--- src/rtl/gsc_pkg.sv ---
// Shared types, constants and helpers for the gas state completion pipeline.
// No dependencies; the RTL files refer to this package by scoped names, the testbench imports it.
package gsc_pkg;

  // Number of momentum axes that enter the kinetic energy.
  localparam int DIMS_DEFAULT = 3;

  // Configuration register width and reset values, unsigned Q2.16.
  localparam int CFG_W = 18;
  localparam logic [CFG_W-1:0] GAMMA_RESET = 18'd91750;
  localparam logic [CFG_W-1:0] GM1_RESET   = 18'd26214;

  // Configuration register indexes.
  typedef enum logic {
    REG_GAMMA = 1'b0,
    REG_GM1   = 1'b1
  } cfg_reg_t;

  // Pipeline step counts: kinetic divide, sound divide, square root.
  localparam int KE_STEPS = 64;
  localparam int SD_STEPS = 62;
  localparam int SQ_STEPS = 31;

  localparam logic [31:0] S32_MAX = 32'h7FFF_FFFF;
  localparam logic [31:0] S32_MIN = 32'h8000_0000;
  localparam logic [30:0] U31_MAX = 31'h7FFF_FFFF;

  // Conserved state of one cell as it travels down the pipeline.
  typedef struct packed {
    logic        ok;
    logic [31:0] rho;
    logic [31:0] mx;
    logic [31:0] my;
    logic [31:0] mz;
    logic [31:0] energy;
  } cell_t;

  // Cell plus pressure and fault flag.
  typedef struct packed {
    cell_t       c;
    logic [31:0] p;
    logic        fault;
  } prim_t;

  // Complete result beat.
  typedef struct packed {
    prim_t       pr;
    logic [30:0] sound;
  } res_t;

  // Magnitude of a signed 32-bit value as an unsigned 32-bit value.
  function automatic logic [31:0] mag32(input logic [31:0] v);
    return v[31] ? 32'(~v + 32'd1) : v;
  endfunction

endpackage

--- src/rtl/gsc_pres.sv ---
// Pressure stage: internal energy times gamma minus one, truncated and saturated.
// Depends on gsc_pkg; three register stages.
module gsc_pres (
  input  logic                      clk,
  input  logic                      rst,
  input  logic                      en,
  input  logic [gsc_pkg::CFG_W-1:0] gm1,
  input  logic                      in_v,
  input  gsc_pkg::cell_t            in_c,
  input  logic [63:0]               in_ke,
  output logic                      out_v,
  output gsc_pkg::prim_t            out_pr
);

  logic [65:0]    e_int;
  logic [65:0]    e_mag;
  logic           v1;
  logic           v2;
  gsc_pkg::cell_t c1;
  gsc_pkg::cell_t c2;
  logic           neg1;
  logic           neg2;
  logic [63:0]    mag1;
  logic           big2;
  logic [49:0]    ph_w;
  logic [33:0]    pl_w;
  logic [49:0]    ph2;
  logic [33:0]    pl2;
  logic [50:0]    prod;
  logic [31:0]    p_next;

  assign e_int = {{34{in_c.energy[31]}}, in_c.energy} - {2'b00, in_ke};
  assign e_mag = e_int[65] ? 66'(~e_int + 66'd1) : e_int;

  always_ff @(posedge clk) begin
    if (rst) begin
      v1    <= 1'b0;
      v2    <= 1'b0;
      out_v <= 1'b0;
    end else if (en) begin
      v1    <= in_v;
      v2    <= v1;
      out_v <= v2;
    end
  end

  // Split product: upper magnitude bits and low fraction bits separately.
  assign ph_w = 50'(mag1[47:16]) * 50'(gm1);
  assign pl_w = 34'(mag1[15:0]) * 34'(gm1);

  // Combine, apply the sign and saturate to the signed 32-bit range.
  assign prod = {1'b0, ph2} + {17'd0, pl2[33:16]};

  always_comb begin
    if (big2) begin
      p_next = neg2 ? gsc_pkg::S32_MIN : gsc_pkg::S32_MAX;
    end else if (neg2) begin
      p_next = (prod >= 51'h8000_0000) ? gsc_pkg::S32_MIN : 32'(~prod[31:0] + 32'd1);
    end else begin
      p_next = (prod > 51'h7FFF_FFFF) ? gsc_pkg::S32_MAX : prod[31:0];
    end
  end

  always_ff @(posedge clk) begin
    if (en) begin
      c1           <= in_c;
      neg1         <= e_int[65];
      mag1         <= e_mag[63:0];
      c2           <= c1;
      neg2         <= neg1;
      big2         <= (|mag1[63:48]) && (gm1 != '0);
      ph2          <= ph_w;
      pl2          <= pl_w;
      out_pr.c     <= c2;
      out_pr.p     <= p_next;
      out_pr.fault <= ($signed(p_next) <= 32'sd0);
    end
  end

endmodule

--- config.mk ---
export PLATFORM = sky130hd
export DESIGN_NAME = gsc_pres
export DESIGN_NICKNAME = d
export VERILOG_FILES = /design/src/rtl/gsc_pkg.sv /design/src/rtl/gsc_pres.sv
export SDC_FILE = /design/constraint.sdc
export NUM_CORES = 2
export LEC_CHECK = 0
export ABC_CLOCK_PERIOD_IN_PS = 20800
export BUFFER_PORTS_ARGS = -buffer_cell sky130_fd_sc_hd__clkbuf_2
export CAP_MARGIN = 0
export CORE_ASPECT_RATIO = 0.6
export CORE_MARGIN = 2
export CORE_UTILIZATION = 55
export DETAILED_ROUTE_END_ITERATION = 16
export PLACE_DENSITY = 0.75
export SLEW_MARGIN = 20
export SYNTH_ARGS = -nofsm -noshare
export SYNTH_HDL_FRONTEND = slang
export SYNTH_SLANG_ARGS = --single-unit
--- constraint.sdc ---
create_clock -name clk -period 20.8 [get_ports clk]
set_input_delay 1.04 -clock clk [delete_from_list [all_inputs] [get_ports clk]]
set_output_delay 1.04 -clock clk [all_outputs]
set_load 0.01 [all_outputs]
======== Word-level counts from Yosys, hierarchy flattened ========
Index checks and enable logic that the tools add are counted.
word-level totals
  register bits after elaboration ......... 670
  bits of input ports ..................... 247
  word-level logic and storage cells ...... 49
cells by class
  $add $sub $neg .......................... 4
  multipliers ............................. 2
  $lt $le $gt $ge ......................... 3
  muxes and demuxes ....................... 6
  bitwise logic cells ..................... 2
  reductions and logical operators ........ 3
operators with widths
  kind                                                                               count
  32-bit two-way mux                                                                 5
  32-bit by 65-bit subtractor with 66-bit output                                     1
  64-bit by 1-bit adder with 64-bit output, second input constant                    1
  64-bit two-way mux                                                                 1
  64-bit NOT                                                                         1
  50-bit by 18-bit adder with 51-bit output                                          1
  51-bit by 32-bit >= comparator with 1-bit output, second input constant            1
  51-bit by 31-bit > comparator with 1-bit output, second input constant             1
  32-bit by 18-bit multiplier with 50-bit output                                     1
  16-bit by 18-bit multiplier with 34-bit output                                     1
  32-bit by 1-bit adder with 32-bit output, second input constant                    1
  32-bit by 1-bit less-or-equal comparator with 1-bit output, second input constant  1
  32-bit NOT                                                                         1
  18-bit nonzero test                                                                1
  16-bit OR reduction                                                                1
  1-bit logical AND                                                                  1

======== Depth between registers and ports, before layout ========
  depth after elaboration ................. 7
  gate-level depth with buffers ........... 29
  gate-level depth less buffers ........... 27

======== Worst setup path after synthesis ========
No wires, ideal clock.
  path type ............................... input-to-reg
  start ................................... in gm1[14] in the netlist's numbering
  end ..................................... reg ph2[49] (data pin)
  setup time .............................. 0.260 ns
  data arrival time ....................... 7.787 ns
  setup slack ............................. 12.753 ns
  stages .................................. 27
  buffers on the path ..................... 3
  cells stage by stage .................... clkbuf_1 > clkbuf_1 > nand2_1 > fa_1 > inv_1 > fa_1 > fa_1 > fa_1 > fa_1 > inv_1 > fa_1 > inv_1 > ha_1 > clkbuf_1 > a21o_1 > a21o_1 > a211oi_1 > nor2_1 > a211oi_1 > o21ai_0 > a31o_2 > a31oi_1 > o21ai_0 > a2111oi_0 > o21bai_1 > a21oi_1 > xnor2_1
between the ends
  cells in the longest elaborated chain, start to end .. 1
ends and longest elaborated chain
  what                                            line            RTL
  start: declaration                              gsc_pres.sv:7   input logic [gsc_pkg::CFG_W-1:0] gm1,
  32-bit by 18-bit multiplier with 50-bit output  gsc_pres.sv:48  assign ph_w = 50'(mag1[47:16]) * 50'(gm1);
  net ph_w[49]                                    gsc_pres.sv:25  logic [49:0] ph_w;
  end signal: assignment                          gsc_pres.sv:72  ph2 <= ph_w;
  end: declaration                                gsc_pres.sv:27  logic [49:0] ph2;
The timed path passes the listed nets, and every way through them passes these cells.
A chain may end at the register's enable or synchronous reset.

======== Worst setup path in the final report ========
  start ................................... in gm1[16] in the netlist's numbering
  end ..................................... reg ph2[49] (data pin)
Same word-level chain as after synthesis.

==> out/results.txt <==
CTS tree = done
Worst Min Path Start = c1[7]
Port Buffers = 441
mux cell area share after synthesis = 0.303%
Synth Area in XOR/XNOR = 3.25%
synth unique cells = 108
final hold vios = 0
Post-Synth Adder-Cell Area = 32.0%
H-tree Lvls = 2
Finish-stage setup viols = 0
RSZ-0062 raised after global routing = no
Crit path largest cell delay = 830 ps
gr ovfl total = 0
row count = 90
WL/cell = 20.7 microns
Yosys Warn Count = 0
Post-synth EDFFs = 651
Iter 0 DRT Violations = 4,072
Initial Utilization = 55.8%
ANT nets after route = 0
Final min period = 8610 ps
Seq cells post-synth = 654
Ports = 442
Cells after Synth = 5,320
fraction of registers with async set or reset after synthesis = 0%
number of global-route vias before repair = 40.3k
Slew Viols, Final = 0
Mapped Area = 56,300 sq um
Die X-Extent = 417 microns
DR DRC count = 0
Filler cells = 8,079
Net Count, Synth = 6,583
first-pass GRT wire length = 231 mm
Top cell by count, worst path = fa_1
Hold WC Path Type = reg2reg
pin count of the biggest net entering global routing = 114
clock transition at the registers of the reported paths = 70 ps
Total Neg Setup Slack = 0 ps
share of layout cells above drive strength 1 = 10.9%
die height = 252 microns
Crit Path Class = in2reg
simple-gate portion of the synthesized area = 13.8%
CTS buffer count = 59
Post-CTS Resized = 0
Max Cap Violations = 0
total clock sinks = 654
status = finished, final reports clean
post-synthesis sequential area ratio = 34.9%
crit share post-route = 41.4%
Synth Area in Compound Gates = 7.83%
die area = 105,000 sq um
# nets final = 6,890
f_max = 116 MHz
Main synth FF type = edfxtp_1
max_slew headroom = 23.9%
Final GP Congestion = 0.942
dpl ws = 11,710 ps
initial antenna violation count = 6
CP startpoint kind = input pin
R2R cell count = 24
DP Wirelength = 110 mm
core box area = 101,000 sq um
Synth-to-Final Area Change = 9.37%
Syn Area/Cell = 10.6 sq um
main combinational cell family by area after synthesis = adder cells
setup ws final = 12,190 ps
clock buffer depth = 3
root buffer cell = clkbuf_16
# hold bufs at CTS = 0
DR vias/cell = 5.72
CP max-delay cell = clkbuf_2
CP Launch Point = gm1[16]
Crit Reg-Reg Startpoint = mag1[29]
final WL = 145 mm
Worst EP required = 21,170 ps
via count = 40.1k
GRT Total Usage = 28.3%
Slew @ Worst Pin = 1140 ps
final worst clock skew = 74.5 ps
clock latency on the worst-skew pair = 700 ps
worst-path maximum fanout = 49
Critical Path End Type = flop
detailed-router iteration count before antenna repair = 7
crit path DAT = 8980 ps
Hold Crit Depth = 0
setup bufs post-CTS = 0
ordered cell list for the critical path = clkbuf_2 > and2_1 > fa_1 > fa_1 > fa_1 > fa_1 > fa_1 > inv_1 > fa_1 > inv_1 > ha_1 > a21o_1 > a21o_1 > a211oi_1 > nor2_1 > a211oi_1 > o21ai_0 > a31o_2 > a31oi_1 > o21ai_0 > a2111oi_0 > o21bai_1 > a21oi_1 > xnor2_1
==> synthesized netlist by cell type, types with 28 or more instances <==
cell / instances / area (sq um)
nand3_1: 76 / 380
a21o_1: 97 / 728
xnor2_1: 137 / 1200
nand2_1: 678 / 2540
inv_1: 951 / 3570
nand4_1: 49 / 307
nor3_1: 60 / 300
a211oi_1: 29 / 218
a21oi_1: 196 / 981
ha_1: 313 / 3920
nor2_1: 158 / 593
fa_1: 703 / 14100
and3_1: 31 / 194
edfxtp_1: 651 / 19500
xor2_1: 70 / 613
a31oi_1: 28 / 175
o21ai_0: 127 / 636
and2_1: 337 / 2110
clkbuf_1: 203 / 762
==> state kept, by name, summed over array words and instances, names as in the netlist <==
signal and flops:
neg1 1, out_pr 194, out_v 1, ph2 50
v2 1, mag1 64, big2 1, pl2 18
neg2 1, c1 161, v1 1, c2 161
==> cells by family after synthesis <==
kind of cell / count (synthesis)
adders and majority gates: 1016
and+or+nand+nor: 1571
AOI/OAI and AO/OA: 674
muxes: 17
buffers and inverters: 1180
DFF: 654
xor gates and xnor gates: 208
==> placed cells by master (no fill, tap or decap), types with 23 or more instances in the layout <==
cell	synthesis	routed
clkbuf_16	0	59
and2_1	337	337
or3_1	25	25
nor3_1	60	60
fa_1	703	703
ha_1	313	313
xnor2_1	137	137
a31oi_1	28	28
inv_1	951	951
nor2_1	158	158
edfxtp_1	651	651
a21oi_1	196	196
xor2_1	70	70
o21ai_0	127	127
a21o_1	97	97
buf_4	1	31
nand2b_1	23	23
a211oi_1	29	29
nor4_1	25	25
and3_1	31	31
clkbuf_2	1	440
nand3_1	76	76
nand2_1	678	678
nor2b_1	25	25
nand4_1	49	49
==> final cells by class <==
class / instances / area, sq um / share of cell area [%]
Clock buffer: 74 / 1530 / 2.49
Clock inverter: 36 / 463 / 0.752
Tap cell: 1334 / 1670 / 2.71
Antenna cell: 5 / 12.5 / 0.0203
Timing Repair Buffer: 474 / 2490 / 4.05
Inverter: 952 / 3570 / 5.81
Multi-Input combinational cell: 3486 / 32200 / 52.3
Sequential cell: 654 / 19600 / 31.9
==> metal layers <==
layer  track usage (%)  vias to the layer above  share of wire, %
li1                  -                    17900                 -
met1              41.9                    20000                43
met2              42.3                     2023                44
met3              7.19                      194                11
met4              5.79                        2               1.8
met5                 0                        -             0.014
==> worst max-delay path: cells and delay by family <==
kind	cells	cell delay [ps]
fa+ha+maj	7	3570
compound gates	11	2950
buf+inv	3	940
simple gates	2	360
xor+xnor	1	110
==> final timing paths <==
kind                  end  slack, ps
setup / recovery  ph2[49]      12190
hold / removal      c2[7]        410
setup reg to reg  ph2[49]      12550
hold reg to reg     c2[7]        410
==> metrics by stage <==
stage	std cells	hold slack [ps]	cell area, sq um	util, %
3_5_place_dp	6899	405	59500	59.0
6_report	7015	406	61500	61.0
3_3_place_gp	6899	400	59500	59.0
4_1_cts	7009	388	61500	60.9
2_1_floorplan	5320	400	56300	-
5_1_grt	7014	394	61500	61.0
Power is left out: the tool's default activity adds up to more than one toggle a clock period on the data nets, which glitch-free logic cannot reach.
