## src/rtl/gsc_pkg.sv

```systemverilog
// Shared types, constants and helpers for the gas state completion pipeline.
// No dependencies; the RTL files refer to this package by scoped names, the testbench imports it.
package gsc_pkg;

  // Number of momentum axes that enter the kinetic energy.
  localparam int DIMS_DEFAULT = 3;

  // Configuration register width and reset values, unsigned Q2.16.
  localparam int CFG_W = 18;
  localparam logic [CFG_W-1:0] GAMMA_RESET = 18'd91750;
  localparam logic [CFG_W-1:0] GM1_RESET   = 18'd26214;

  // Configuration register indexes.
  typedef enum logic {
    REG_GAMMA = 1'b0,
    REG_GM1   = 1'b1
  } cfg_reg_t;

  // Pipeline step counts: kinetic divide, sound divide, square root.
  localparam int KE_STEPS = 64;
  localparam int SD_STEPS = 62;
  localparam int SQ_STEPS = 31;

  localparam logic [31:0] S32_MAX = 32'h7FFF_FFFF;
  localparam logic [31:0] S32_MIN = 32'h8000_0000;
  localparam logic [30:0] U31_MAX = 31'h7FFF_FFFF;

  // Conserved state of one cell as it travels down the pipeline.
  typedef struct packed {
    logic        ok;
    logic [31:0] rho;
    logic [31:0] mx;
    logic [31:0] my;
    logic [31:0] mz;
    logic [31:0] energy;
  } cell_t;

  // Cell plus pressure and fault flag.
  typedef struct packed {
    cell_t       c;
    logic [31:0] p;
    logic        fault;
  } prim_t;

  // Complete result beat.
  typedef struct packed {
    prim_t       pr;
    logic [30:0] sound;
  } res_t;

  // Magnitude of a signed 32-bit value as an unsigned 32-bit value.
  function automatic logic [31:0] mag32(input logic [31:0] v);
    return v[31] ? 32'(~v + 32'd1) : v;
  endfunction

endpackage

```

## src/rtl/gsc_obuf.sv

```systemverilog
// Two-entry output buffer that decouples the pipeline from the consumer.
// Depends on gsc_pkg; the pipeline advances while an entry is free.
module gsc_obuf (
  input  logic          clk,
  input  logic          rst,
  input  logic          in_v,
  input  gsc_pkg::res_t in_res,
  output logic          en,
  output logic          out_v,
  input  logic          out_rdy,
  output gsc_pkg::res_t out_res
);

  gsc_pkg::res_t mem [2];
  logic          wp;
  logic          rp;
  logic [1:0]    cnt;
  logic          push;
  logic          pop;

  assign en      = (cnt != 2'd2);
  assign push    = en && in_v;
  assign out_v   = (cnt != 2'd0);
  assign pop     = out_v && out_rdy;
  assign out_res = mem[rp];

  // Pointers and fill count.
  always_ff @(posedge clk) begin
    if (rst) begin
      wp  <= 1'b0;
      rp  <= 1'b0;
      cnt <= 2'd0;
    end else begin
      if (push) begin
        wp <= ~wp;
      end
      if (pop) begin
        rp <= ~rp;
      end
      cnt <= 2'(cnt + {1'b0, push} - {1'b0, pop});
    end
  end

  always_ff @(posedge clk) begin
    if (push) begin
      mem[wp] <= in_res;
    end
  end

endmodule

```

## config.mk

```make
export PLATFORM = sky130hd
export DESIGN_NAME = gsc_obuf
export DESIGN_NICKNAME = d
export VERILOG_FILES = /design/src/rtl/gsc_pkg.sv /design/src/rtl/gsc_obuf.sv
export SDC_FILE = /design/constraint.sdc
export NUM_CORES = 1
export LEC_CHECK = 0
export CAP_MARGIN = 40
export CELL_PAD_IN_SITES_DETAIL_PLACEMENT = 1
export CELL_PAD_IN_SITES_GLOBAL_PLACEMENT = 1
export CORE_ASPECT_RATIO = 1.2
export CORE_UTILIZATION = 45
export CTS_CLUSTER_SIZE = 25
export DETAILED_ROUTE_END_ITERATION = 6
export DONT_BUFFER_PORTS = 1
export PLACE_DENSITY_LB_ADDON = 0.1
export SLEW_MARGIN = 5
export SYNTH_ARGS = -nofsm -noshare
export SYNTH_HDL_FRONTEND = slang
export SYNTH_SLANG_ARGS = --single-unit
```

## constraint.sdc

```tcl
create_clock -name clk -period 12.8 [get_ports clk]
set_input_delay 1.28 -clock clk [delete_from_list [all_inputs] [get_ports clk]]
set_output_delay 1.28 -clock clk [all_outputs]
set_load 0.01 [all_outputs]
```

==> After elaboration in Yosys (flattened, before gate mapping) <==
Memories as Yosys holds them, arrays and structs flattened. A register that Yosys moved wholly into a read port is not among the register bits.
Index checks and enable logic that the tools add are counted.
{ "totals": {"register_bits": 4, "mem_bits_rw": 450, "in_bits": 229, "output_inout_bits": 227, "word_cells": 16, "n_memories": 1} }
{ "memory_table": {"columns": ["name", "words", "width", "read_ports", "rd_ports_with_merged_regs", "wr", "line", "source"], "rows": [
  ["mem", 2, 225, 1, 1, 1, "gsc_obuf.sv:14", "gsc_pkg::res_t mem [2];"]
]} }
{ "classes": {"addsub": 2, "n_eq_ne": 1, "mux": 4, "bitwise": 2, "reduce_logical": 3} }
{ "ops": {"columns": ["cell", "count"], "rows": [
  ["1-bit two-way mux", 4],
  ["2-bit by 1-bit adder with 2-bit output", 1],
  ["1-bit logical AND", 2],
  ["2-bit != test (second input constant)", 1],
  ["1-bit NOT", 2],
  ["2-bit nonzero test", 1],
  ["2-bit by 1-bit subtractor with 2-bit output", 1]
]} }

==> Longest topological paths before layout <==
Gate-level depths: netlist of run 1.
{ "logic_depth": {"depth_word": 4, "mapped_depth": 8, "depth_no_buf": 8} }

==> Least setup slack after synthesis of run 1 <==
Ideal clock, no wire load.
{ "synth_timing": {"kind": "input to register", "from": "input in_v", "to": "memory mem[0][0] (netlist bit), enable pin", "setup_time_ns": 0.814, "arrival_ns": 10.690, "t_required_ns": 11.986, "slack_ns": 1.296, "path_stages": 2, "path_buffers": 0, "cell_sequence": "nand2_1 > nor2_1"} }
{ "synth_via": {"elab_chain_len": 3} }
{ "synth_rtl": {"columns": ["item", "line", "source"], "rows": [
  ["start: declaration", "gsc_obuf.sv:6", "input logic in_v,"],
  ["1-bit logical AND", "gsc_obuf.sv:22", "assign push = en && in_v;"],
  ["1-bit two-way mux", "gsc_obuf.sv:45", "if (push) begin"],
  ["1-bit two-way mux (not written as such)", "gsc_obuf.sv:46", "mem[wp] <= in_res;"],
  ["end: declaration", "gsc_obuf.sv:14", null]
]} }
Every way passes these cells.

==> results of run 1 <==
-- worst max-delay path, stage by stage (launching register included) --
cell and delay (ns):
dfxtp_4 0.79, buf_4 0.41, buf_16 0.29, buf_4 0.23, buf_16 0.33, mux2_4 0.37
-- state kept, by name (all words and copies together), names as in the netlist, named ones only --
| name | flops |
|---|---|
| rp | 1 |
| cnt | 2 |
| wp | 1 |
| mem | 450 |
-- cell type report --
cell class	count	area, um^2	area share, %
Timing Repair Buffer	16	252.7	1.312
Tap cell	474	593.1	3.079
Inverter	1	3.754	0.01949
Sequential cell	455	13620	70.70
Clock inverter	26	296.5	1.540
Clock buffer	59	1264	6.561
Multi-Input combinational cell	243	3233	16.79
-- power by group through the flow --
| stage | combinational [mW] | clock (mW) | sequential, mW |
|---|---|---|---|
| 2_1_floorplan | 0.703 | 0 | 2.00 |
| 3_3_place_gp | 0.798 | 0 | 1.97 |
| 3_5_place_dp | 0.845 | 0 | 1.98 |
| 4_1_cts | 0.847 | 1.39 | 1.95 |
| 5_1_grt | 0.876 | 1.44 | 1.96 |
| 6_report | 0.830 | 1.36 | 1.95 |
-- synth_stat cells (all sizes together) --
library cell  count  area share [%]
nand2             1           0.022
buf              25             1.4
ha                2            0.15
o21a              1           0.044
inv               1           0.022
edfxtp          450              79
or2               1           0.037
nor2              5            0.11
dfxtp             5            0.59
xor2              1           0.051
nor2b             2           0.073
xnor2             2            0.10
mux2            226              18
nand2b            1           0.037
and3              1           0.037
-- cell usage in the layout (no fill, tap or decap), types with 2 or more instances in the layout --
cell        netlist  final
clkinv_2          0      2
clkinv_1          0     14
clkbuf_1          0     10
buf_16            0      6
nor2b_1           2      2
mux2_2           76     76
nor2_1            5      4
dfxtp_1           5      4
edfxtp_1        450    450
buf_4             0      9
clkinvlp_4        0      2
xnor2_1           2      2
clkbuf_16         0     49
ha_1              2      2
bufinv_16         0      7
mux2_4          150    150
-- worst max path at each step --
stage | slack (ns) | endpoint | cells past startpoint | start
after floorplan | 1.30 | mem[0][0]$_DFFE_PP_ | 2 | in_v
after global placement | 8.40 | mem[0][109]$_DFFE_PP_ | 4 | in_v
after detailed placement | 8.97 | out_res[90] | 5 | register
after CTS | 8.37 | out_res[105] | 5 | register
after global routing | 8.26 | out_res[110] | 5 | register
final | 8.41 | out_res[105] | 5 | register
-- routing by layer --
metal | GRT usage (%) | wire length [um] | vias up
met5 | 0 | 0 | -
met4 | 6.034 | 929 | 0
met2 | 32.01 | 18530 | 323
met1 | 16.73 | 10770 | 3392
li1 | - | - | 2967
met3 | 10.11 | 4706 | 68
-- cells by family after synthesis --
family	count (synthesis)
flip-flops	455
multiplexers	226
buffers and inverters	26
AND/OR/NAND/NOR	11
XOR/XNOR	3
adder cells (fa/ha/maj)	2
AO/OA/AOI/OAI	1
==> key figures, run 1 <==
Clock network
  • Clk root buf: clkbuf_16
  • Post-CTS Resized: 0
  • Clk Latency, worst-skew pair: 0.55 ns
  • Worst-case clock buffer depth: 3
  • Hold_buf cts: 0
  • Clock-pin transition on the worst setup and hold timing paths: 0.06 ns
  • CTS Sinks: 455
  • CTS tree: built
  • Inserted Clock Buffers: 46
  • H-Tree Depth: 2
  • # Post-CTS Setup Buffers: 0

Worst hold path
  • Hold path startpoint: rp$_SDFFE_PP0P_
  • Worst Hold Class: reg -> reg
  • Cells on Worst Hold Path: 2
  • Endpoint, Worst Hold: rp$_SDFFE_PP0P_

Timing
  • Worst rel slew slack: 40.55%
  • Slew Viols, Final: 0
  • Total negative slack: 0 ns
  • Final hold slack: 0.5310 ns
  • Final WS setup: 8.411 ns
  • Hold Fails Final Rpt: 0
  • RSZ-0062 raised after global routing: no
  • Clock Skew: 0.009559 ns
  • Period utilization: 34.29%
  • Final Critical Period: 4.389 ns
  • Setup violators final: 0
  • Worst slew pin tran: 0.8918 ns
  • Achievable clock frequency: 227.8 MHz

Yosys
  • Syn Nets: 955
  • Post-synthesis sequential area ratio: 79.72%
  • Mapped Cells: 724
  • Xor/xnor share of the synthesized area: 0.1539%
  • Compound-gate portion of the synthesized area: 0.04397%
  • Syn avg cell area: 23.58 um^2
  • Synth Register Bits: 455
  • Synth warn: 0
  • Mux contribution to synthesized area: 18.20%
  • Main combinational cell family by area after synthesis: multiplexers
  • Synth Area in Simple Gates: 0.3151%
  • Adder-Cell Fraction of Synth Area: 0.1466%
  • Unique cell type count in the Yosys netlist: 17
  • Cell area after synthesis: 17,080 um^2

Route
  • Pre-antenna DRT Iters: 7
  • Vias per cell: 5.298
  • DRT iter0 DRCs: 433
  • Post-route ant nets: 0
  • Final wirelength: 34.94 mm
  • DRC: 30
  • Wire length per cell: 27.42 um
  • DR vias: 6,750

Power
  • LEAKAGE: 6.534 nW
  • Internal power: 3.076 mW
  • Switching power: 1.058 mW
  • Pwr/cell area: 214.7 nW/um^2
  • Comb pwr share: 20.1%
  • Sw frac: 25.59%
  • Maximum vdd drop: 0.1879 mV
  • Total design power: 4.134 mW
  • Clock share of power: 32.9%
  • Seq pwr share: 47.1%

Status
  • Status: complete, but fails checks
  • Failing checks: design-rule violations

Layout
  • Layout Cells excl Fill: 1,274
  • Post-layout nets: 994
  • Filler Cell Count: 3,134
  • Diodes inserted: 0
  • Final instance area: 19,260 um^2
  • Post-layout util: 51.92%
  • Layout area overhead: 12.79%
  • Share of cells above drive strength 1: 38.38%

Setup path
  • Crit path DAT: 3.11 ns
  • Critical path peak fanout: 57
  • Data required, critical path: 11.52 ns
  • Worst Reg-to-Reg Cells: 6
  • Critical path class: reg -> out
  • Flop2flop setup slack: 9.79 ns
  • Startpoint Class: register
  • Launching point of the worst reg2reg path: cnt[0]$_SDFF_PP0_
  • Critical path endpoint category: output pin
  • Reg-to-Reg End: mem[0][80]$_DFFE_PP_

Global route
  • First-pass GRT wire length: 49.94 mm
  • Total gr overflow: 0
  • Total GRT Usage: 17.79%
  • Vias in the first global route: 7,340
  • Initial antenna violation count: 0
  • Largest net degree at the start of global routing: 67

Placement
  • Placement-stage cell area: 17,700 um^2
  • Placed cell count: 1,189
  • Final HPWL DP: 25.18 mm
  • PortBufs: 0
  • GP Congestion: 0.8380
  • Pre-CTS setup slack: 8.973 ns

Die
  • CORE AREA: 37,090 um^2
  • # rows: 77
  • Die height: 215.4 um
  • Initial Util: 46.03%
  • Die width: 179.8 um
  • Total die area: 38,730 um^2
  • # IOs: 456

Flow run
  • Number of max-cap violations: 0
Note: power is estimated with default switching activity, not from simulation.
==> run 2: changes to the inputs <==
clock period = 3.58 ns   (was 12.8 ns; I/O delays follow)
==> run 2 against run 1 <==
The flow still finishes with violations (design-rule violations). Die area is the same. Via count grew 14%. Core utilization grew 5.5 points. Clock-buffer cell count grew 4. Largest cell class unchanged. Largest power group unchanged.
==> key figures, run 2 (same netlist as run 1, synthesis figures left out) <==
Route
  • Post-route ant nets: 0
  • DRT iter0 DRCs: 487
  • DR vias: 7,671
  • DRC: 52
  • Final wirelength: 37.21 mm
  • Vias per cell: 5.121
  • Pre-antenna DRT Iters: 7
  • Wire length per cell: 24.84 um

Setup path
  • Startpoint Class: register
  • Critical path peak fanout: 34
  • Data required, critical path: 3.22 ns
  • Chain of cells forming the critical path: buf_4, mux2_2
  • Crit-path max cell delay: 0.75 ns
  • Worst Path Buf+Inv: 1
  • Worst path slowest cell: dfxtp_4
  • Crit path DAT: 2.19 ns
  • Critical path endpoint category: output pin
  • Launching point of the worst reg2reg path: cnt[0]$_SDFF_PP0_
  • Critical path class: reg -> out
  • Crit path max-delay family: flip-flops

Timing
  • RSZ-0062 raised after global routing: no
  • Final Critical Period: 2.546 ns
  • Slew Viols, Final: 0
  • Worst slew pin tran: 0.7806 ns
  • Clock Skew: 0.01446 ns
  • Period utilization: 71.11%
  • Hold Fails Final Rpt: 0
  • Worst rel slew slack: 47.96%
  • Setup violators final: 0
  • Achievable clock frequency: 392.8 MHz

Clock network
  • Post-CTS Resized: 0
  • CTS Sinks: 455
  • Clk root buf: clkbuf_16
  • Clock-pin transition on the worst setup and hold timing paths: 0.06 ns
  • Worst-case clock buffer depth: 3
  • H-Tree Depth: 2
  • CTS tree: built
  • Inserted Clock Buffers: 44
  • Clk Latency, worst-skew pair: 0.54 ns

Placement
  • GP Congestion: 0.7647
  • Placed cell count: 1,186
  • PortBufs: 0
  • Final HPWL DP: 24.51 mm

Die
  • Initial Util: 46.03%
  • Die height: 215.4 um
  • CORE AREA: 37,090 um^2
  • # rows: 77
  • Die width: 179.8 um
  • Total die area: 38,730 um^2
  • # IOs: 456

Layout
  • Leading cell type in the layout, fill and taps excluded: edfxtp_1
  • Largest Register: mem
  • Register area: 13,620 um^2
  • Most frequent cells in the layout: 450 x edfxtp_1, 226 x dlygate4sd3_1, 150 x mux2_4, 76 x mux2_2, 45 x clkbuf_16
  • Layout area overhead: 24.77%
  • Post-layout nets: 1,215
  • Share of cells above drive strength 1: 29.72%
  • Filler Cell Count: 3,159
  • Top flop regs: mem (450), cnt (2)
  • Max FFs per register: 450
  • Area of the multi-input gates: 3248 um^2
  • Layout Cells excl Fill: 1,498
  • Post-layout util: 57.44%

Flow run
  • Number of max-cap violations: 0

Global route
  • Total GRT Usage: 18.90%
  • Largest net degree at the start of global routing: 125
  • First-pass GRT wire length: 54.17 mm
  • Total gr overflow: 0
  • Initial antenna violation count: 9
  • Vias in the first global route: 8,500

Power
  • Maximum vdd drop: 0.5937 mV
  • Clock share of power: 30.2%
  • Internal power: 10.71 mW
  • Pwr/cell area: 685.1 nW/um^2
  • Switching power: 3.884 mW
  • LEAKAGE: 7.364 nW
  • Comb pwr share: 22.2%
  • Seq pwr share: 47.6%
  • Sw frac: 26.61%

Worst hold path
  • Worst Hold Class: in -> reg
  • Hold path startpoint: rst

Status
  • Status: complete, but fails checks
  • Failing checks: design-rule violations
## run 2: cell count changes in the layout (fill, tap and decap cells not counted), moves of 2 or more
cell	change
clkinvlp_4	-2
buf_4	-4
clkinv_1	-9
bufinv_16	-4
clkbuf_16	-4
buf_16	-6
dlygate4sd3_1	+226
diode_2	+8
inv_6	+3
buf_12	+7
clkbuf_1	+7
## run 2: metrics by stage
step                TNS (ns)  setup slack [ns]  area, um^2  power [mW]  hold slack, ns
CTS                        0            0.9818       21290       14.72         0.03938
global route               0            0.9252       21300       15.08         0.06114
floorplan            -183.47           -0.7027       17100       9.522          0.4222
detailed placement         0             1.503       17660       10.08          0.4265
finish                     0             1.034       21310       14.60         0.05844
global placement           0             1.558       17660       10.01          0.4258
## run 2: layout make-up
class                      instances  area share (%)
clock inverter                    15          0.7458
inverter                           1         0.01762
multi-input combinational        243           15.25
tap                              474           2.784
antenna                            8         0.09396
timing repair buffer             239           11.55
sequential                       455           63.92
clock buffer                      63           5.650
## run 2: worst paths after layout
check / slack, ns / depth (start not counted) / endpoint
setup / recovery: 1.03 / 2 / out_res[25]
setup reg to reg: 1.52 / 3 / mem[1][129]$_DFFE_PP_
hold reg to reg: 0.53 / 2 / rp$_SDFFE_PP0P_
hold / removal: 0.06 / 2 / wp$_SDFFE_PP0N_
## run 2: repair_timing
action,4_1_cts,5_1_grt
hold buffers,226,0
setup buffers,0,0
endpoints found under the setup margin,0,0
hold endpoints to repair,454,0
## run 2: power by group through the flow
stage	Sequential, mW	Combinational (mW)	Clock (mW)
after detailed placement	7.06	3.01	0
after CTS	6.95	3.28	4.50
after global placement	7.03	2.98	0
after global routing	7.01	3.39	4.68
final	6.94	3.24	4.41
after floorplan	7.00	2.53	0
## run 2: worst register-to-register path: cells and delay by family, from the launching register on
family	cells	cell delay, ns
simple gates	2	0.81
flops	1	0.35
buf+inv	1	0.47
## run 2: routing by layer
layer	track usage [%]	share of wire (%)	up-vias
li1	-	-	3408
met1	19.84	35	3835
met2	33.29	52	344
met3	7.290	9.2	80
met4	8.793	4.0	4
met5	0	0.083	-
